`src/rrc_pkg.sv`:
```
// ----------------------------------------------------------------------------
// rrc_pkg
// Shared types and constants of the range request coalescer.
// ----------------------------------------------------------------------------
package rrc_pkg;

    localparam int MAX_BATCH_DEF = 32;
    localparam int QUEUE_DEPTH   = 2;
    localparam int MUL_STEPS     = 64;

    localparam int CFG_IDX_W = 2;
    localparam logic [CFG_IDX_W-1:0] CFG_MERGE_GAP = 2'd0;
    localparam logic [CFG_IDX_W-1:0] CFG_MAX_PARTS = 2'd1;
    localparam logic [CFG_IDX_W-1:0] CFG_MAX_SPAN  = 2'd2;
    localparam logic [CFG_IDX_W-1:0] CFG_MAX_AMP   = 2'd3;

    localparam logic [63:0] MERGE_GAP_RST = 64'd0;
    localparam logic [6:0]  MAX_PARTS_RST = 7'd16;
    localparam logic [63:0] MAX_SPAN_RST  = 64'd1048576;
    localparam logic [63:0] MAX_AMP_RST   = 64'd4;

    localparam logic [1:0] ST_PLANNED     = 2'd0;
    localparam logic [1:0] ST_UNSUPPORTED = 2'd1;
    localparam logic [1:0] ST_RANGE       = 2'd2;

    // classified request passed from front to back
    typedef struct packed {
        logic [15:0] resource_id;
        logic [31:0] req_tag;
        logic [63:0] abs_start;
        logic [63:0] req_length;
        logic [1:0]  status;
        logic        batch_end;
    } item_t;

    // one held request in the batch store
    typedef struct packed {
        logic [15:0] resource;
        logic [63:0] start;
        logic [63:0] length;
        logic [31:0] tag;
    } held_t;

    typedef struct packed {
        logic [31:0] out_tag;
        logic [1:0]  out_status;
        logic        starts_transfer;
        logic [63:0] transfer_start;
        logic [63:0] transfer_length;
        logic [63:0] part_offset;
        logic [63:0] part_length;
        logic        scattered;
        logic        last_result;
    } res_t;

endpackage

```
`src/rrc_if.sv`:
```
// ----------------------------------------------------------------------------
// rrc_if
// Channel interfaces: request input, result output and register writes.
// ----------------------------------------------------------------------------
interface rrc_req_if;
    import rrc_pkg::*;
    logic        valid;
    logic        ready;
    logic [15:0] resource_id;
    logic        is_local_file;
    logic        has_precondition;
    logic [63:0] req_offset;
    logic [63:0] req_length;
    logic [63:0] window_start;
    logic [63:0] window_size;
    logic        window_open;
    logic [31:0] req_tag;
    logic        batch_end;

    modport source (output valid, resource_id, is_local_file, has_precondition, req_offset,
                    req_length, window_start, window_size, window_open, req_tag, batch_end,
                    input ready);
    modport sink (input valid, resource_id, is_local_file, has_precondition, req_offset,
                  req_length, window_start, window_size, window_open, req_tag, batch_end,
                  output ready);
endinterface


```
`src/rrc_front.sv`:
```
// ----------------------------------------------------------------------------
// rrc_front
// Accepts requests, checks precondition and range, forms the absolute start.
// ----------------------------------------------------------------------------
module rrc_front (
    input  logic           clk,
    input  logic           rst_n,
    rrc_req_if.sink        req,
    output logic           q_valid,
    input  logic           q_ready,
    output rrc_pkg::item_t q_item
);
    import rrc_pkg::*;

    typedef enum logic [2:0] {
        F_IDLE = 3'b001,
        F_CHK  = 3'b010,
        F_PUSH = 3'b100
    } fstate_t;

    fstate_t     state_reg, state_next;
    logic [15:0] res_reg;
    logic        local_reg, pre_reg, open_reg, end_reg;
    logic [63:0] off_reg, len_reg, ws_reg, wsz_reg;
    logic [31:0] tag_reg;
    logic        off_gt_reg;
    logic [63:0] rem_reg;
    logic [64:0] sum_reg;
    logic [1:0]  status;

    assign req.ready = (state_reg == F_IDLE);
    assign q_valid   = (state_reg == F_PUSH);

    always_comb
    begin
        if (local_reg && pre_reg)
        begin
            status = ST_UNSUPPORTED;
        end
        else if (!open_reg && (off_gt_reg || (len_reg > rem_reg)))
        begin
            status = ST_RANGE;
        end
        else if (sum_reg[64])
        begin
            status = ST_RANGE;
        end
        else if ((len_reg - 64'd1) > ~sum_reg[63:0])
        begin
            status = ST_RANGE;
        end
        else
        begin
            status = ST_PLANNED;
        end
    end

    always_comb
    begin
        q_item.resource_id = res_reg;
        q_item.req_tag     = tag_reg;
        q_item.abs_start   = sum_reg[63:0];
        q_item.req_length  = len_reg;
        q_item.status      = status;
        q_item.batch_end   = end_reg;
    end

    always_comb
    begin
        state_next = state_reg;
        case (state_reg)
            F_IDLE:
            begin
                if (req.valid)
                begin
                    state_next = F_CHK;
                end
            end
            F_CHK:
            begin
                state_next = F_PUSH;
            end
            F_PUSH:
            begin
                if (q_ready)
                begin
                    state_next = F_IDLE;
                end
            end
            default:
            begin
                state_next = F_IDLE;
            end
        endcase
    end

    always_ff @(posedge clk or negedge rst_n)
    begin
        if (!rst_n)
        begin
            state_reg <= F_IDLE;
        end
        else
        begin
            state_reg <= state_next;
        end
    end

    always_ff @(posedge clk)
    begin
        if (state_reg == F_IDLE && req.valid)
        begin
            res_reg   <= req.resource_id;
            local_reg <= req.is_local_file;
            pre_reg   <= req.has_precondition;
            off_reg   <= req.req_offset;
            len_reg   <= req.req_length;
            ws_reg    <= req.window_start;
            wsz_reg   <= req.window_size;
            open_reg  <= req.window_open;
            tag_reg   <= req.req_tag;
            end_reg   <= req.batch_end;
        end
        if (state_reg == F_CHK)
        begin
            off_gt_reg <= off_reg > wsz_reg;
            rem_reg    <= wsz_reg - off_reg;
            sum_reg    <= {1'b0, ws_reg} + {1'b0, off_reg};
        end
    end
endmodule

```
`src/flat_wrapper.sv`:
```
// flat-port wrapper written by rule: the top's interface ports become plain ports
module rrc_front_flat import rrc_pkg::*;
  (clk, rst_n, q_valid, q_ready, q_item, req_valid, req_resource_id, req_is_local_file, req_has_precondition, req_req_offset, req_req_length, req_window_start, req_window_size, req_window_open, req_req_tag, req_batch_end, req_ready);
  rrc_req_if req_i ();
  input  logic clk;
  input  logic rst_n;
  output logic q_valid;
  input  logic q_ready;
  output rrc_pkg::item_t q_item;
  input wire logic [$bits(req_i.valid)-1:0] req_valid;
  input wire logic [$bits(req_i.resource_id)-1:0] req_resource_id;
  input wire logic [$bits(req_i.is_local_file)-1:0] req_is_local_file;
  input wire logic [$bits(req_i.has_precondition)-1:0] req_has_precondition;
  input wire logic [$bits(req_i.req_offset)-1:0] req_req_offset;
  input wire logic [$bits(req_i.req_length)-1:0] req_req_length;
  input wire logic [$bits(req_i.window_start)-1:0] req_window_start;
  input wire logic [$bits(req_i.window_size)-1:0] req_window_size;
  input wire logic [$bits(req_i.window_open)-1:0] req_window_open;
  input wire logic [$bits(req_i.req_tag)-1:0] req_req_tag;
  input wire logic [$bits(req_i.batch_end)-1:0] req_batch_end;
  output wire logic [$bits(req_i.ready)-1:0] req_ready;
  assign req_i.valid = req_valid;
  assign req_i.resource_id = req_resource_id;
  assign req_i.is_local_file = req_is_local_file;
  assign req_i.has_precondition = req_has_precondition;
  assign req_i.req_offset = req_req_offset;
  assign req_i.req_length = req_req_length;
  assign req_i.window_start = req_window_start;
  assign req_i.window_size = req_window_size;
  assign req_i.window_open = req_window_open;
  assign req_i.req_tag = req_req_tag;
  assign req_i.batch_end = req_batch_end;
  assign req_ready = req_i.ready;
  rrc_front u_core (.clk(clk), .rst_n(rst_n), .req(req_i), .q_valid(q_valid), .q_ready(q_ready), .q_item(q_item));
endmodule
```
`config.mk`:
```
export PLATFORM = sky130hd
export DESIGN_NAME = rrc_front_flat
export DESIGN_NICKNAME = d
export VERILOG_FILES = /design/src/rrc_pkg.sv /design/src/rrc_if.sv /design/src/rrc_front.sv /design/src/flat_wrapper.sv
export SDC_FILE = /design/constraint.sdc
export NUM_CORES = 1
export LEC_CHECK = 0
export ABC_AREA = 1
export BUFFER_PORTS_ARGS = -buffer_cell sky130_fd_sc_hd__buf_2
export CORE_MARGIN = 2
export CORE_UTILIZATION = 45
export CTS_CLUSTER_DIAMETER = 40
export DETAILED_ROUTE_END_ITERATION = 10
export GPL_TIMING_DRIVEN = 0
export PLACE_DENSITY = 0.66
export REMOVE_ABC_BUFFERS = 1
export SLEW_MARGIN = 20
export SYNTH_ARGS = -nofsm -noshare
export SYNTH_HDL_FRONTEND = slang
export SYNTH_SLANG_ARGS = --single-unit
```
`constraint.sdc`:
```
create_clock -name clk -period 34.8 [get_ports clk]
set_input_delay 5.22 -clock clk [delete_from_list [all_inputs] [get_ports clk]]
set_output_delay 5.22 -clock clk [all_outputs]
set_load 0.02 [all_outputs]
```
==> metrics.md, run 1 <==
| Metric | Value |
|---|---|
| Layout fillers | `5,747` |
| Final Power | `2.67 mW` |
| Largest family of logic cells by synthesized area | `simple AND/OR/NAND/NOR gates` |
| Final setup fails | `0` |
| All-Layer GR Usage | `27.7%` |
| Clock Pin Slew Worst Setup and Hold Paths | `0.05 ns` |
| Logic pwr share | `41.6%` |
| Maximum root-to-sink buffer count | `3` |
| Sw Share | `between 40 and 50%` |
| DR vias | `23,450` |
| Post-cts resize count | `0` |
| Max_slew headroom | `31.7%` |
| Worst hold path type | `reg -> reg` |
| Adder-Cell Fraction of Synth Area | `11.7%` |
| DP HPWL | `77,200 um` |
| Hold path startpoint | `u_core.state_reg[2]` |
| Pin count of the biggest net entering global routing | `29` |
| Flop-to-flop setup slack | `29.88 ns` |
| Fin nets | `4,220` |
| Clock Power Share | `26.0%` |
| Req. time, crit path | `29.58 ns` |
| RSZ-0062 raised after global routing | `false` |
| DP Cell Count | `4,365` |
| Compound-Gate Fraction of Synth Area | `9.92%` |
| Status | `finished, final reports clean` |
| Postcts setup bufs | `0` |
| Ports | `roughly 500` |
| Final WL | `90,400 um` |
| First-pass GRT wire length | `131,000 um` |
| GRT overflow | `0` |
| Register area | `between 10,000 and 15,000 sq um` |
| Multi-input gate area | `~12,000 sq um` |
| CP Capture Point | `q_item[2]` |
| Leak pwr | `14.9 nW` |
| Internal power | `1.54 mW` |
| Post-cts hold buffer count | `0` |
| Power Dens Cells | `79.2 nW/um^2` |
| # H-tree levels | `3` |
| RD Place Congestion | `0.972` |
| Peak VDD IR | `0.0000415 V` |
| Sequential area share after synthesis | `47.4%` |
| Post-route cell area | `33,700 sq um` |
| RR Startpoint | `u_core.state_reg[0]` |
| Final Hold Vio Count | `0` |
| Crit share post-route | `30.4%` |
| Crit start category | `register` |
| Die area | `64,100 sq um` |
| WS Path Type | `reg -> out` |
| Mux contribution to synthesized area | `0%` |
| Total CTS buffers | `approximately 70` |
| Max Transition Viols Final | `0` |
| CTS Sinks | `441` |
| Max FO, Critical Path | `4` |
| DP Area | `31,300 sq um` |
| # port buffers | `a little under 500` |
| Warnings, synthesis | `0` |
| Worst-Skew Late Latency | `0.62 ns` |
| Root Buffer | `clkbuf_16` |
| Reg-to-Reg End | `u_core.off_reg[61]` |
| Initial Util | `45.4%` |
| Clk_skew | `0.0218 ns` |
| Syn Std Cell Area | `27,900 sq um` |
| TNS Setup | `0 ns` |
| Layout cells sized above 1 | `18.9%` |
| Finished Layout Cells | `approximately 4,500` |
| Psw | `1.13 mW` |
| Drt initial violations | `~1,800` |
| Critical path origin | `u_core.len_reg[0]` |
| Largest register FFs | `65` |
| Max Cap Viol | `0` |
| Peak Freq | `94.4 MHz` |
| Worst setup EP type | `output port` |
| Worst EP arrival | `5.37 ns` |
| Clock tree from TritonCTS | `yes` |
| Wire per inst | `about 20 um` |
| Worst slew pin tran | `1.02 ns` |
| DRT Pass-1 Iters | `6` |
| Area grow syn2layout | `20.7%` |
| DRC | `0` |
| Chip Width | `253 um` |
| Mapped Cells | `roughly 3,100` |
| DRT antenna net count | `0` |
| Post-synth cell types | `42` |
| Row Count | `just over 90` |
| Share of power burned in registers | `32.5%` |
| Vias in the first global route | `about 23,000` |
| Reg2Reg Depth | `16` |
| Initial antenna violation count | `18` |
| Die height | `253 um` |
| Core box area | `61,500 sq um` |
| Post-synthesis simple-gate area fraction | `17.6%` |
| Syn avg cell area | `approximately 9.0 sq um` |
| Post-route minimum period | `between 10 and 15 ns` |
| Vias per cell | `5.20` |
| Xor/xnor share of the synthesized area | `4.80%` |
| #FFs+latches synth | `441` |
[per-stage QoR]
step / util, % / setup slack [ns] / hold WS (ns)
6_report: 54.8 / 24.21 / 0.529
3_3_place_gp: 50.2 / -13.45 / 0.473
2_1_floorplan: - / -1.02 / 0.456
5_1_grt: 54.8 / 23.80 / 0.555
3_5_place_dp: 50.9 / 24.74 / 0.513
4_1_cts: 54.8 / 24.07 / 0.523
[power groups by stage]
| stage | clock network [mW] | logic, mW | registers [mW] |
|---|---|---|---|
| global route | 0.728 | 1.22 | 0.878 |
| finish | 0.693 | 1.11 | 0.867 |
| global placement | 0 | 1.05 | 1.04 |
| floorplan | 0 | 0.646 | 1.00 |
| CTS | 0.706 | 1.09 | 0.866 |
| detailed placement | 0 | 1.09 | 0.875 |
[layer usage]
metal  share of wire, %  global-route usage [%]
met1                 44                    37.8
met2                 46                    44.6
met3                6.1                    3.17
met4                4.0                    12.0
met5              0.035                       0
[cell type report]
type,instances,area share [%]
multi-input cells,2078,36.5
inverters,510,5.68
flip-flops and latches,441,39.3
clock buffers,77,5.47
clock inverters,55,1.59
diodes,13,0.0965
well taps,790,2.93
repair buffers,546,8.48
[cells in the mapped netlist (all sizes together)]
library cell	n	area [sq um]
a211oi	2	15.0
o211a	1	10.0
nor3b	3	22.5
a31oi	30	188
nor2	386	1500
nor3	46	278
o2bb2ai	1	8.76
o2111ai	1	8.76
a21o	22	165
nand4	34	213
a21oi	238	1190
nand3b	8	60.1
nor4	19	119
a21boi	8	60.1
nand3	115	608
buf	65	488
ha	257	3220
xor2	106	928
dfrtp	2	50.1
or2	2	12.5
nand2	553	2090
inv	510	1910
o211ai	8	60.1
o21a	17	128
o311ai	4	35.0
fa	2	40.0
o21bai	32	240
edfxtp	438	13200
and3	3	18.8
and2	1	6.26
o21ai	132	661
dfstp	1	26.3
xnor2	47	412
[cells in the final DEF, fill, tap and decap left out, drive strengths merged, types with 3 or more instances in the layout]
master / n
edfxtp: 438
o21a: 17
a21o: 22
clkinv: 17
a31oi: 30
o21ai: 132
xor2: 106
nand4: 34
a21oi: 238
clkinvlp: 6
nor2: 386
nand2: 553
ha: 257
clkbuf: 77
and3: 3
diode: 13
nor3b: 3
o311ai: 4
buf: 546
o21bai: 32
xnor2: 47
nor3: 46
o211ai: 8
a21boi: 8
nor4: 19
inv: 540
nand3: 115
nand3b: 8
[how the worst min path moves through the flow]
stage | endpoint | cells past startpoint
floorplan | u_core.state_reg[1] | 1
global placement | u_core.state_reg[1] | 1
detailed placement | u_core.state_reg[1] | 1
CTS | u_core.state_reg[1] | 1
global route | u_core.state_reg[1] | 1
finish | u_core.state_reg[1] | 1
[cells by family (layout without fill, tap and decap cells)]
logic type | count (synthesis) | after routing
compound gates | 496 | 496
flops | 441 | 441
other cells | 0 | 13
xor+xnor | 153 | 153
fa+ha+maj | 259 | 259
simple gates | 1170 | 1170
buf+inv | 575 | 1188
[critical path, stage by stage, from the launching register on]
cell	delay [ns]
edfxtp_1	0.43
inv_1	0.13
ha_1	0.21
nand3_2	0.16
nor2_2	0.25
nand3_2	0.19
nor3b_1	0.51
nand3_1	0.28
nor2_1	0.27
xnor2_1	0.15
inv_1	0.06
ha_1	0.27
nand2_1	0.07
nor3_1	0.41
nand2_1	0.12
nor4_1	0.53
nand3_1	0.16
a21oi_1	0.27
a21oi_1	0.10
buf_2	0.16
Power figures use the tool's default switching activity.
==> run 2: changes to the inputs <==
Settings changed: PLACE_DENSITY 0.66 to 0.69.
Clock period 34.8 ns to 8.5 ns, I/O delays scaled along.
==> run 2 against run 1 <==
Net effect:
- critical path depth unchanged
- clock power rose to 4.3 times the previous value
- count of clock-buffer cells in the layout up 2
- sequential share of layout area down 0.19 points
- non-clock buffer count up 1
- first-iteration DRC count down 4.7%
- worst setup slack worse by 22 ns
- routed wire length up 0.25%
- critical endpoint unchanged
- largest cell class unchanged
- largest power group unchanged
==> metrics.md, run 2 (synthesized netlist as in run 1, its figures left out) <==
| Metric | Value |
|---|---|
| Post-cts resize count | `0 (unchanged)` |
| Reg2Reg Depth | `14 (-2)` |
| Final setup fails | `0 (unchanged)` |
| First-pass GRT wire length | `132,000 um (+0.84%)` |
| DP Area | `31,300 sq um (about the same)` |
| Clock tree from TritonCTS | `yes` |
| Core box area | `61,500 sq um (unchanged)` |
| Vias per cell | `5.22 (+0.35%)` |
| RD Place Congestion | `0.967 (-0.59%)` |
| Fin nets | `4,222 (+0.047%)` |
| All-Layer GR Usage | `27.9% (+0.18 points)` |
| Area grow syn2layout | `21.3%` |
| Met1 Usage GRT | `38.6% (+0.73 points)` |
| DRC | `0 (unchanged)` |
| CP cell instances | `inv_1 > ha_1 > nand3_2 > nor2_2 > nand2_1 > nor3_2 > nand4_1 > nor4_1 > xnor2_1 > inv_1 > ha_1 > nand2_1 > nor3_1 > nand2_1 > nor4_1 > nand3_1 > a21oi_1 > a21oi_1 > buf_2` |
| TNS Setup | `0 ns (unchanged)` |
| Largest register FFs | `65 (unchanged)` |
| DP HPWL | `77,000 um (-0.21%)` |
| Most common cell after layout, fill and taps aside | `nand2_1` |
| Final Hold Vio Count | `0 (unchanged)` |
| Max stage delay on crit path | `0.52 ns (about the same)` |
| Top Usage Layer GRT | `met2` |
| Req. time, crit path | `7.22 ns (-22.36 ns)` |
| Leak pwr | `15.0 nW (+0.46%)` |
| Worst-Skew Late Latency | `0.61 ns (about the same)` |
| Crit share post-route | `77.5%` |
| Layout fillers | `5,658 (-1.5%)` |
| Cell mode on critical path | `nand2_1` |
| Postcts setup bufs | `0 (unchanged)` |
| Post-cts hold buffer count | `0 (unchanged)` |
| Max Cap Viol | `0 (unchanged)` |
| Initial Util | `45.4% (unchanged)` |
| Pin count of the biggest net entering global routing | `31 (+6.9%)` |
| Psw | `4.63 mW (+310%)` |
| Critical path origin | `u_core.len_reg[0]` |
| Crit start category | `register` |
| Reg-to-Reg End | `u_core.off_reg[52]` |
| Drt initial violations | `1,729 (-4.7%)` |
| DR vias | `23,559 (+0.46%)` |
| Vias in the first global route | `22,734 (+0.44%)` |
| Worst EP arrival | `5.31 ns (-0.06 ns)` |
| Share of power burned in registers | `32.0% (-0.5 points)` |
| Status | `finished, final reports clean` |
| Sw Share | `41.7% (-0.52 points)` |
| Worst Path Buf+Inv | `3 (unchanged)` |
| Max_slew headroom | `48.7% (+17 points)` |
| Met3 Track Usage GR | `3.72% (+0.56 points)` |
| Slowest cell on the critical path | `nor4_1` |
| Pre-CTS setup slack | `2.48 ns (-22.26 ns)` |
| GRT overflow | `0 (unchanged)` |
| Initial antenna violation count | `17 (-1)` |
| CTS Sinks | `441 (unchanged)` |
| DRT antenna net count | `0 (unchanged)` |
| WS Path Type | `reg -> out` |
| Internal power | `6.48 mW (+320%)` |
| DP Cell Count | `4,366 (+0.023%)` |
| Top cell family by delay on the critical path | `simple AND/OR/NAND/NOR gates` |
| # H-tree levels | `3 (unchanged)` |
| Max FO, Critical Path | `4 (unchanged)` |
| Finished Layout Cells | `4,515 (+0.11%)` |
| Layout cells sized above 1 | `18.8% (-0.064 points)` |
| Flop-to-flop setup slack | `4.36 ns (-25.52 ns)` |
| Die area | `64,100 sq um (unchanged)` |
| Die height | `253 um (unchanged)` |
| Clock Power Share | `26.9% (+0.9 points)` |
| Met2 GRT Util | `44.7% (about the same)` |
| Peak Freq | `152 MHz` |
| # port buffers | `492 (unchanged)` |
| Worst hold path type | `in -> async` |
| Root Buffer | `clkbuf_16` |
| PnR worst setup slack | `1.91 ns (-22.29 ns)` |
| Total CTS buffers | `73 (+1.4%)` |
| Worst setup EP type | `output port` |
| Row Count | `91 (unchanged)` |
| Peak VDD IR | `0.000236 V (+470%)` |
| Ports | `493 (unchanged)` |
| Clock Pin Slew Worst Setup and Hold Paths | `0.05 ns (about the same)` |
| Final WL | `90,600 um (+0.25%)` |
| RR Startpoint | `u_core.state_reg[0]` |
| Post-route cell area | `33,900 sq um (+0.48%)` |
| Max Transition Viols Final | `0 (unchanged)` |
| Wire per inst | `20.1 um (+0.14%)` |
| DRT Pass-1 Iters | `6 (unchanged)` |
| Maximum root-to-sink buffer count | `3 (unchanged)` |
| Most frequent cells in the layout | `nand2_1 (548), buf_2 (534), inv_1 (510)` |
| Chip Width | `253 um (unchanged)` |
| Final Power | `11.1 mW (+320%)` |
| Post-route minimum period | `between 6 and 7 ns` |
| Logic pwr share | `41.1% (-0.5 points)` |
| Power Dens Cells | `328 nW/um^2 (+310%)` |
| Worst slew pin tran | `0.766 ns (-0.254 ns)` |
| RSZ-0062 raised after global routing | `false` |
| Clk_skew | `0.0241 ns (+0.00232 ns)` |
-- run 2: final cells by class --
cell class | count | area (sq um) | area share, %
Timing Repair Buffer | 547 | 2860 | 8.43
Inverter | 510 | 1910 | 5.65
Multi-Input combinational cell | 2078 | 12300 | 36.3
Sequential cell | 441 | 13200 | 39.1
Antenna cell | 16 | 40.0 | 0.118
Clock buffer | 79 | 1870 | 5.52
Clock inverter | 54 | 659 | 1.95
Tap cell | 790 | 988 | 2.92
-- run 2: metrics by stage --
step	hold slack (ns)	util (%)
floorplan	0.456	-
global placement	0.470	50.2
detailed placement	0.508	50.9
CTS	0.420	55.0
global route	0.424	55.1
finish	0.447	55.1
-- run 2: per-layer routing --
layer | routed length (um) | part of all wire, %
met5 | 0 | 0
met4 | 3300 | 3.6
met3 | 5740 | 6.3
met1 | 39800 | 44
met2 | 41700 | 46
-- run 2: worst max path at each step --
stage / cells past startpoint / to / slack [ns]
final: 19 / q_item[2] / 1.91
after global routing: 19 / q_item[2] / 1.49
after CTS: 19 / q_item[2] / 1.81
after detailed placement: 19 / q_item[2] / 2.48
after global placement: 3 / u_core.off_reg[54] / -35.48
after floorplan: 2 / u_core.end_reg / -23.37
-- run 2: power groups by stage --
stage / Combinational (mW) / Clock [mW] / Sequential [mW]
floorplan: 1.61 / 0 / 3.48
global placement: 2.06 / 0 / 3.32
detailed placement: 4.46 / 0 / 3.58
CTS: 4.48 / 3.04 / 3.54
global route: 5.01 / 3.14 / 3.59
finish: 4.57 / 2.99 / 3.55
